===== src/sv/assert_macros.svh =====
// ----------------------------------------------------------------------------
// Assertion macros
// Clocked property checks used by the core's sequencer (acs_ctrl).
// ----------------------------------------------------------------------------
`ifndef ASSERT_MACROS_SVH
`define ASSERT_MACROS_SVH

`ifndef SYNTH

// check a property on every rising edge outside reset
`define ASSERT_PROP(lbl, clk, rst_n, prop, msg) \
  lbl: assert property (@(posedge clk) disable iff (!rst_n) (prop)) else $error(msg);

// check that an expression never holds outside reset
`define ASSERT_NEVER(lbl, clk, rst_n, expr, msg) \
  lbl: assert property (@(posedge clk) disable iff (!rst_n) !(expr)) else $error(msg);

`else

`define ASSERT_PROP(lbl, clk, rst_n, prop, msg)
`define ASSERT_NEVER(lbl, clk, rst_n, expr, msg)

`endif

`endif


===== src/sv/acs_pkg.sv =====
// ----------------------------------------------------------------------------
// acs_pkg
// Types, opcodes and sizes shared by the accumulator stack core.
// ----------------------------------------------------------------------------
package acs_pkg;

  localparam int unsigned MEM_WORDS = 65536;
  localparam int unsigned MEM_AW    = $clog2(MEM_WORDS);

  localparam logic [31:0] STEP_LIMIT_RESET = 32'd100000;

  typedef enum logic [1:0] {
    OP_WRITE = 2'd0,
    OP_READ  = 2'd1,
    OP_EXEC  = 2'd2,
    OP_NONE  = 2'd3
  } item_op_t;

  localparam logic [7:0] OPC_LDC  = 8'd0;
  localparam logic [7:0] OPC_ADC  = 8'd1;
  localparam logic [7:0] OPC_LDL  = 8'd2;
  localparam logic [7:0] OPC_STL  = 8'd3;
  localparam logic [7:0] OPC_LDNL = 8'd4;
  localparam logic [7:0] OPC_STNL = 8'd5;
  localparam logic [7:0] OPC_ADD  = 8'd6;
  localparam logic [7:0] OPC_SUB  = 8'd7;
  localparam logic [7:0] OPC_SHL  = 8'd8;
  localparam logic [7:0] OPC_SHR  = 8'd9;
  localparam logic [7:0] OPC_ADJ  = 8'd10;
  localparam logic [7:0] OPC_A2SP = 8'd11;
  localparam logic [7:0] OPC_SP2A = 8'd12;
  localparam logic [7:0] OPC_CALL = 8'd13;
  localparam logic [7:0] OPC_RET  = 8'd14;
  localparam logic [7:0] OPC_BRZ  = 8'd15;
  localparam logic [7:0] OPC_BRLZ = 8'd16;
  localparam logic [7:0] OPC_BR   = 8'd17;
  localparam logic [7:0] OPC_HALT = 8'd18;

  typedef struct packed {
    logic clear_wr;
    logic accept;
    logic fetch;
    logic exec;
    logic finish;
  } ctrl_cmd_t;

  typedef struct packed {
    logic clear_last;
    logic stopped;
  } ctrl_sts_t;

endpackage


===== src/sv/acs_ctrl.sv =====
// ----------------------------------------------------------------------------
// acs_ctrl
// Sequencer: memory clear after reset, item accept, fetch, execute, result.
// ----------------------------------------------------------------------------
`include "assert_macros.svh"

module acs_ctrl (
  input  logic                clk,
  input  logic                rst_n,
  input  logic                in_valid,
  input  acs_pkg::item_op_t   in_op,
  output logic                in_ready,
  input  logic                out_ready,
  output logic                out_valid,
  input  acs_pkg::ctrl_sts_t  sts,
  output acs_pkg::ctrl_cmd_t  cmd
);
  import acs_pkg::*;

  typedef enum logic [4:0] {
    ST_CLEAR = 5'b00001,
    ST_IDLE  = 5'b00010,
    ST_FETCH = 5'b00100,
    ST_EXEC  = 5'b01000,
    ST_DONE  = 5'b10000
  } state_t;

  state_t state_r, state_nxt;
  logic   out_valid_r, out_valid_nxt;

  assign in_ready  = (state_r == ST_IDLE);
  assign out_valid = out_valid_r;

  always_comb begin
    cmd          = '0;
    cmd.clear_wr = (state_r == ST_CLEAR);
    cmd.accept   = (state_r == ST_IDLE) && in_valid;
    cmd.fetch    = (state_r == ST_FETCH);
    cmd.exec     = (state_r == ST_EXEC);
    cmd.finish   = (state_r == ST_DONE) && (!out_valid_r || out_ready);
  end

  always_comb begin
    state_nxt = state_r;
    unique case (state_r)
      ST_CLEAR: begin
        if (sts.clear_last) state_nxt = ST_IDLE;
      end
      ST_IDLE: begin
        if (in_valid) begin
          if (in_op == OP_EXEC && !sts.stopped) state_nxt = ST_FETCH;
          else                                  state_nxt = ST_DONE;
        end
      end
      ST_FETCH: state_nxt = ST_EXEC;
      ST_EXEC:  state_nxt = ST_DONE;
      ST_DONE: begin
        if (cmd.finish) state_nxt = ST_IDLE;
      end
      default:  state_nxt = ST_CLEAR;
    endcase
  end

  always_comb begin
    priority if (cmd.finish) out_valid_nxt = 1'b1;
    else if (out_ready)      out_valid_nxt = 1'b0;
    else                     out_valid_nxt = out_valid_r;
  end

  always_ff @(posedge clk) begin
    if (!rst_n) begin
      state_r     <= ST_CLEAR;
      out_valid_r <= 1'b0;
    end else begin
      state_r     <= state_nxt;
      out_valid_r <= out_valid_nxt;
    end
  end

  `ASSERT_PROP(a_exec_to_fetch, clk, rst_n, (cmd.accept && in_op == OP_EXEC && !sts.stopped) |=> cmd.fetch, "execute word skipped fetch")
  `ASSERT_PROP(a_fetch_then_exec, clk, rst_n, cmd.fetch |=> cmd.exec, "fetch not followed by execute")
  `ASSERT_NEVER(a_finish_busy, clk, rst_n, cmd.finish && out_valid_r && !out_ready, "result overwritten while waiting")
  `ASSERT_NEVER(a_clear_accept, clk, rst_n, cmd.clear_wr && in_ready, "word accepted during memory clear")

endmodule


===== config.mk =====
export PLATFORM = sky130hd
export DESIGN_NAME = acs_ctrl
export DESIGN_NICKNAME = d
export VERILOG_FILES = /design/src/sv/acs_pkg.sv /design/src/sv/acs_ctrl.sv
export VERILOG_INCLUDE_DIRS = /design/src /design/src/sv
export SDC_FILE = /design/constraint.sdc
export NUM_CORES = 1
export LEC_CHECK = 0
export BUFFER_PORTS_ARGS = -buffer_cell sky130_fd_sc_hd__buf_4
export CELL_PAD_IN_SITES_DETAIL_PLACEMENT = 2
export CELL_PAD_IN_SITES_GLOBAL_PLACEMENT = 2
export CORE_UTILIZATION = 23
export CTS_CLUSTER_SIZE = 28
export DETAILED_ROUTE_END_ITERATION = 6
export PLACE_DENSITY = 0.82
export SLEW_MARGIN = 20
export SYNTH_ARGS = -nofsm -noshare
export SYNTH_HDL_FRONTEND = slang
export SYNTH_SLANG_ARGS = --single-unit
export TNS_END_PERCENT = 10

===== constraint.sdc =====
create_clock -name clk -period 1.3 [get_ports clk]
set_input_delay 0.065 -clock clk [delete_from_list [all_inputs] [get_ports clk]]
set_output_delay 0.065 -clock clk [all_outputs]
set_load 0.01 [all_outputs]

### Yosys cells after proc, flatten, opt, wreduce, memory -nomap -nowiden

Index checks and enable logic that the tools add are counted.

* eq/ne operators: 9
* muxes and demuxes: 7
* reduce and logical (&&, ||, !) cells: 8

Operators with widths (number)
* case mux 5 bit (5 select lines): 1
* 2-to-1 mux 5 bit: 4
* inequality test 2 bit (second input constant): 3
* equality test 5 x 1 -> 1 bit (second input constant): 1
* equality test 5 x 2 -> 1 bit (second input constant): 1
* equality test 5 x 3 -> 1 bit (second input constant): 1
* equality test 5 x 4 -> 1 bit (second input constant): 1
* equality test 5 bit (second input constant): 1
* logical AND 1 bit: 3
* AND reduction 3 bit: 1
* equality test 2 bit (second input constant): 1
* zero test 1 bit: 2
* 2-to-1 mux 1 bit: 2
* nonzero test 2 bit: 1
* logical OR 1 bit: 1

* register bits after elaboration: 6
* output and inout bits: 7
* word-level logic and storage cells: 26
* input port bits: 8

### Depth between registers and ports, before layout

Gate-level depths: netlist of run 1.

* depth in word-level cells: 5
* gate-level depth with buffers: 5
* gate-level depth less buffers: 5

### Worst setup path after synthesis of run 1

Ideal clock, no wire load.

* path type: reg-to-reg
* start: register state_r[1]
* end: register state_r[1]
* buffers on the path: 0
* stages on the path, launching flop included: 4
* setup time: 0.116 ns
* clock period less this slack: 1.192 ns
* arrival time: 1.076 ns
* setup slack: 0.108 ns
* required time: 1.184 ns
* cell sequence: dfxtp_1 > and4bb_4 > a221o_1 > and4_1

RTL lines
* start: declaration: RTL line acs_ctrl.sv:28 `state_t state_r, state_nxt;`
* start signal: assignment: RTL line acs_ctrl.sv:75 `state_r <= state_nxt;`

==> results.toml, run 1 <==
[drt]
vias = 391
first_pass_iters = 4
antenna_left = 0
first_iter_violations = 5
drt_drc_violations_left = 0
wl_mm = 1.12
detail_route.wl_per_cell_um = 14.7
via_per_inst = 5.14

[placement]
pre_cts_slack_ps = 27.7
gp_congestion = 0.735
placed_cells = 71
dp_hpwl_um = 827
port-buffer-count = 14
placed_area_um2 = 487

[layout]
final_common_cell = "buf_4"
multiInputGateArea_um2 = 265
synthToLayoutAreaGrowth_pct = 67.3
seqCellArea_um2 = 134
stdcell_count = 76
num_antenna_cells = 0
layout-drive-gt1-share_pct = 65.6
nFillCells = 158
final_net_count = 71
final_area_um2 = 594
final_cell_mix = "16 x buf_4, 3 x nor2b_1, 3 x clkbuf_4, 3 x dfxtp_4"
final_util_pct = 43.5

[global_routing]
grt_max_degree = 7
antenna_found_initial = 0
grt_pass1_wl_mm = 1.62
grt_use_total_pct = 15.9
grt_overflow_total = 0
grt_pass1_vias = 370

[timing]
period_share_pct = 98.6
setup_viol = 0
period_minus_slack_ps = 1280
holdWs_ps = 70.1
fin_setup_tns_ps = 0
relSlewSlack_pct = 76.8
tightest_slew_ps = 348
finClkSkew_ps = 2.72
fin_ws_ps = 18.4
hold_violations = 0
rsz0062_at_grt = "true"
maxSlewViolCount = 0
timing.fmax_mhz = 780

[setup_path]
path_max_fanout = 6
max_stage_delay_ps = 360
worst_setup_path_start_kind = "flop"
reg2reg_slack_ps = 50
cp.required_ps = 1240
crit_path_end_kind = "output pin"
path_class = "reg -> out"
arrival_ps = 1220
crit_slowest_cell = "dfxtp_4"
worstPathCellList = "nor3_4 -> buf_6 -> and2_2 -> buf_4"

[pwr]
p_total_mw = 0.838
ir_worst_vdd_mv = 0.662
cellLeakagePower_nw = 0.271
pwr_density_cell_mw_per_mm2 = 1410

[floorplan]
rows = 13
dieHeight_um = 41.3
io_pins = 15
die_w_um = 41.3
start_util_pct = 26.0
die-area_mm2 = 0.00171
core_mm2 = 0.00137

[synth]
yosys.area.top_type = "dfxtp_1"
syn_nets = 49
seq_area_frac_synth_pct = 33.8
syn_inst = 41
syn-cell-area_um2 = 355
ys_types = 24
synth_edf_count = 0
ys_seq_elements = 6
yosys-top-cells-area = "dfxtp_1 34%, nor2b_1 7.0%, nor2_1 5.3%"
yosysWarnings = 0
syn_area_per_cell_um2 = 8.67
synth_top_cell_area_share_pct = 33.8
ys.flop_type = "dfxtp_1"
async_flop_share_pct = 0

[clock_tree]
clock_path_buffers = 2
postCtsHoldBufs = 0
cts-htree-levels = 1
cts_made_buffers = 3
clk_latency_ps = 250
clk_transition_reported_paths_ps = 50
cts_root_buffer = "clkbuf_4"
clock-sinks = 6
cts_tree = "yes"

[run_status]
status = "finished clean"

[worst_hold_path]
hold_class = "in -> reg"

[run]
maxCapViolCount = 0
## worst max-delay path, delay by kind of cell (launching register included)
kind | cells | cell delay, ps
and+or+nand+nor | 2 | 350
buffers and inverters | 2 | 250
DFF | 1 | 360
## sequential cells by signal, indices dropped and copies added, names as in the netlist
| name | flops |
|---|---|
| state_r | 5 |
| out_valid | 1 |
## area by class of cell
| class | count | area share (%) |
|---|---|---|
| clock buffers | 3 | 3.79 |
| inverters | 3 | 1.89 |
| multi-input cells | 31 | 44.6 |
| flip-flops and latches | 6 | 22.5 |
| well taps | 15 | 3.16 |
| repair buffers | 18 | 24.0 |
## layer usage
| metal | up-vias | global-route usage, % | wire, um |
|---|---|---|---|
| met5 | - | 0 | 0 |
| met4 | 0 | 12.1 | 41 |
| met3 | 5 | 3.19 | 31 |
| met2 | 12 | 27.3 | 588 |
| met1 | 186 | 16.8 | 459 |
| li1 | 188 | - | - |
## logic make-up (layout without fill, tap and decap cells)
kind of cell	Yosys count	count (layout)	share of synthesized area (%)
DFF	6	6	33.8
xor gates and xnor gates	1	1	2.47
AOI/OAI and AO/OA	8	8	18.7
and+or+nand+nor	22	22	39.8
buffers and inverters	4	24	5.28
## repair_timing
item,CTS,global route
endpoints found under the hold margin,0,0
buffers inserted,1,1
endpoints found under the setup margin,4,5
pin swaps,1,4
resized for setup,5,18
## synth_stat cells (2+ instances only)
library cell	n
dfxtp_1	6
nor2_1	5
nor2b_1	4
inv_1	3
nand2_1	2
nand3_1	2
o211ai_1	2
## report_power, final
group          internal [mW]  leakage, nW  switching [mW]
sequential             0.216       0.0513          0.0571
combinational          0.215        0.206           0.171
clock                  0.105       0.0138          0.0738
## worst paths after layout
path                                start                      end  depth (start not counted)
setup reg to reg  state_r[2]$_SDFFE_PN0P_  state_r[1]$_SDFFE_PN0P_                          5
setup / recovery  state_r[3]$_SDFFE_PN0P_                   cmd[2]                          4
hold / removal                      rst_n   out_valid$_SDFFE_PN0P_                          2
hold reg to reg   state_r[1]$_SDFFE_PN0P_  state_r[4]$_SDFFE_PN0P_                          2
No activity file was read; power rests on OpenSTA's default activity.
==> inputs of run 2 (changes only) <==
--- a/config.mk
+++ b/config.mk
@@ -9,10 +9,10 @@
 export BUFFER_PORTS_ARGS = -buffer_cell sky130_fd_sc_hd__buf_4
 export CELL_PAD_IN_SITES_DETAIL_PLACEMENT = 2
 export CELL_PAD_IN_SITES_GLOBAL_PLACEMENT = 2
-export CORE_UTILIZATION = 23
+export CORE_UTILIZATION = 21
 export CTS_CLUSTER_SIZE = 28
 export DETAILED_ROUTE_END_ITERATION = 6
-export PLACE_DENSITY = 0.82
+export PLACE_DENSITY = 0.8
 export SLEW_MARGIN = 20
 export SYNTH_ARGS = -nofsm -noshare
 export SYNTH_HDL_FRONTEND = slang
==> constraint.sdc (replaced) <==
create_clock -name clk -period 1.1 [get_ports clk]
set_input_delay 0.055 -clock clk [delete_from_list [all_inputs] [get_ports clk]]
set_output_delay 0.055 -clock clk [all_outputs]
set_load 0.01 [all_outputs]
==> results.toml, run 2 (same netlist as run 1, synthesis figures left out) <==
[floorplan]
io_pins = 15
dieHeight_um = 43.1
die_w_um = 43.1
rows = 14
core_mm2 = 0.00154
start_util_pct = 23.1
die-area_mm2 = 0.00186

[timing]
rsz0062_at_grt = "true"
relSlewSlack_pct = 79.1
hold_violations = 0
maxSlewViolCount = 0
period_share_pct = 116
finClkSkew_ps = 2.77
setup_viol = 9
tightest_slew_ps = 313
period_minus_slack_ps = 1270
fin_ws_ps = -172
fin_setup_tns_ps = -1210
timing.fmax_mhz = 786

[setup_path]
r2r_start = "state_r[3]$_SDFFE_PN0P_"
reg2reg_depth = 5
path_class = "reg -> out"
worst_setup_path_start_kind = "flop"
worst_path_most_repeated_cell = "buf_6"
reg2reg_slack_ps = -160
cp.required_ps = 1040
r2r_end = "state_r[4]$_SDFFE_PN0P_"
path_max_fanout = 5
arrival_ps = 1220
worstPathCellList = "nor3_4 -> buf_6 -> nand2_4 -> nor2_4 -> buf_6"
crit_slowest_cell = "dfxtp_4"
max_stage_delay_ps = 370
crit_path_end_kind = "output pin"

[global_routing]
grt_max_degree = 7
grt_pass1_wl_mm = 2.28
grt_overflow_total = 0
grt.met2_usage_pct = 30.7
grt_use_total_pct = 17.5
globalRouteMet3Util_pct = 3.83
grt_use_met1_pct = 19.4
antenna_found_initial = 0
grt_pass1_vias = 494
grt.busiest_layer = "met2"

[pwr]
seqPwrFrac_pct = 29.5
comb_power_share_pct = 49.6
p_int_mw = 0.717
switching_share_pct = 35.7
cellLeakagePower_nw = 0.324
pwr_density_cell_mw_per_mm2 = 1590
clkPwrFrac_pct = 21.0
switchingPower_mw = 0.398
ir_worst_vdd_mv = 0.841
p_total_mw = 1.12

[clock_tree]
clock_path_buffers = 2
clock-sinks = 6
postCtsHoldBufs = 0
clk_transition_reported_paths_ps = 50
cts_tree = "yes"
cts-htree-levels = 1
clk_latency_ps = 250
cts_made_buffers = 3
cts_root_buffer = "clkbuf_4"

[drt]
first_pass_iters = 1
vias = 414
antenna_left = 0
first_iter_violations = 0
via_per_inst = 4.81
wl_mm = 1.38
drt_drc_violations_left = 0
detail_route.wl_per_cell_um = 16.1

[run_status]
status = "complete, but fails checks"
violations = "setup timing"

[layout]
num_antenna_cells = 0
final_common_cell = "buf_4"
synthToLayoutAreaGrowth_pct = 97.9
layout-drive-gt1-share_pct = 71.4
final_net_count = 79
final_cell_mix = "18 x buf_4, 8 x buf_6, 4 x nor2_4, 4 x dfxtp_4, 3 x clkbuf_4"
top_register = "state_r"
largest_reg_flops = 5
nFillCells = 164

[placement]
gp_congestion = 0.762
pre_cts_slack_ps = -131
port-buffer-count = 14
dp_hpwl_um = 910

[worst_hold_path]
min_to = "state_r[2]$_SDFFE_PN0P_"
hold_class = "in -> reg"
hp-start = "rst_n"
holdPathStages = 2

[run]
maxCapViolCount = 0
==> run 2: cell count changes in the layout (fill, tap and decap cells not counted) <==
cell | before | now
clkbuf_1 | 0 | 1
dfxtp_2 | 2 | 1
nor2b_2 | 0 | 1
nor2_2 | 2 | 0
and2_2 | 1 | 0
buf_6 | 2 | 8
nor2_4 | 2 | 4
buf_4 | 16 | 18
dfxtp_4 | 3 | 4
and2_4 | 0 | 1
nand3_1 | 2 | 1
nand3_2 | 0 | 1
nor2b_1 | 3 | 2
==> run 2: through the flow <==
step / util [%] / std cells / area [um2] / hold WS, ps
final: 45.6 / 86 / 703 / 69.2
after global routing: 45.6 / 86 / 703 / 74.8
after CTS: 44.0 / 85 / 678 / 67.2
after detailed placement: 34.5 / 76 / 532 / 329
after global placement: 34.5 / 76 / 532 / 314
after floorplan: - / 41 / 369 / 183
==> run 2: per-layer routing <==
layer  up-vias  share of wire (%)
met2        12                 53
met3         4                3.2
met1       193                 41
met5         -                  0
li1        205                  -
met4         0                2.0
==> run 2: layout make-up <==
| cell class | count | area, um2 | share of cell area [%] |
|---|---|---|---|
| inverters | 3 | 11.3 | 1.60 |
| multi-input cells | 31 | 284 | 40.4 |
| well taps | 16 | 20.0 | 2.85 |
| flip-flops and latches | 6 | 136 | 19.4 |
| repair buffers | 26 | 225 | 32.0 |
| clock buffers | 4 | 26.3 | 3.74 |
==> run 2: worst max-delay path by stage <==
stage | from | depth (start not counted) | end
global placement | state_r[3]$_SDFFE_PN0P_ | 4 | state_r[4]$_SDFFE_PN0P_
global route | state_r[3]$_SDFFE_PN0P_ | 5 | cmd[0]
finish | state_r[3]$_SDFFE_PN0P_ | 5 | cmd[0]
CTS | state_r[3]$_SDFFE_PN0P_ | 5 | cmd[0]
detailed placement | state_r[0]$_SDFFE_PN1P_ | 5 | cmd[0]
floorplan | state_r[1]$_SDFFE_PN0P_ | 3 | state_r[1]$_SDFFE_PN0P_
==> run 2: what timing repair did <==
item	in CTS	in global routing
pin swaps	6	2
resized for setup	20	7
buffers inserted	5	1
endpoints found under the setup margin	11	10
==> run 2: power by group through the flow <==
stage                     combinational (mW)  clock, mW  sequential [mW]
final                                  0.553      0.234            0.329
after global routing                   0.591      0.252            0.336
after CTS                              0.526      0.244            0.330
after detailed placement               0.378          0            0.322
after global placement                 0.370          0            0.314
after floorplan                        0.229          0            0.310
==> run 2: critical path, delay by kind of cell (launching register included) <==
family / cells / cell delay, ps
DFF: 1 / 370
and+or+nand+nor: 3 / 350
buffers and inverters: 2 / 250
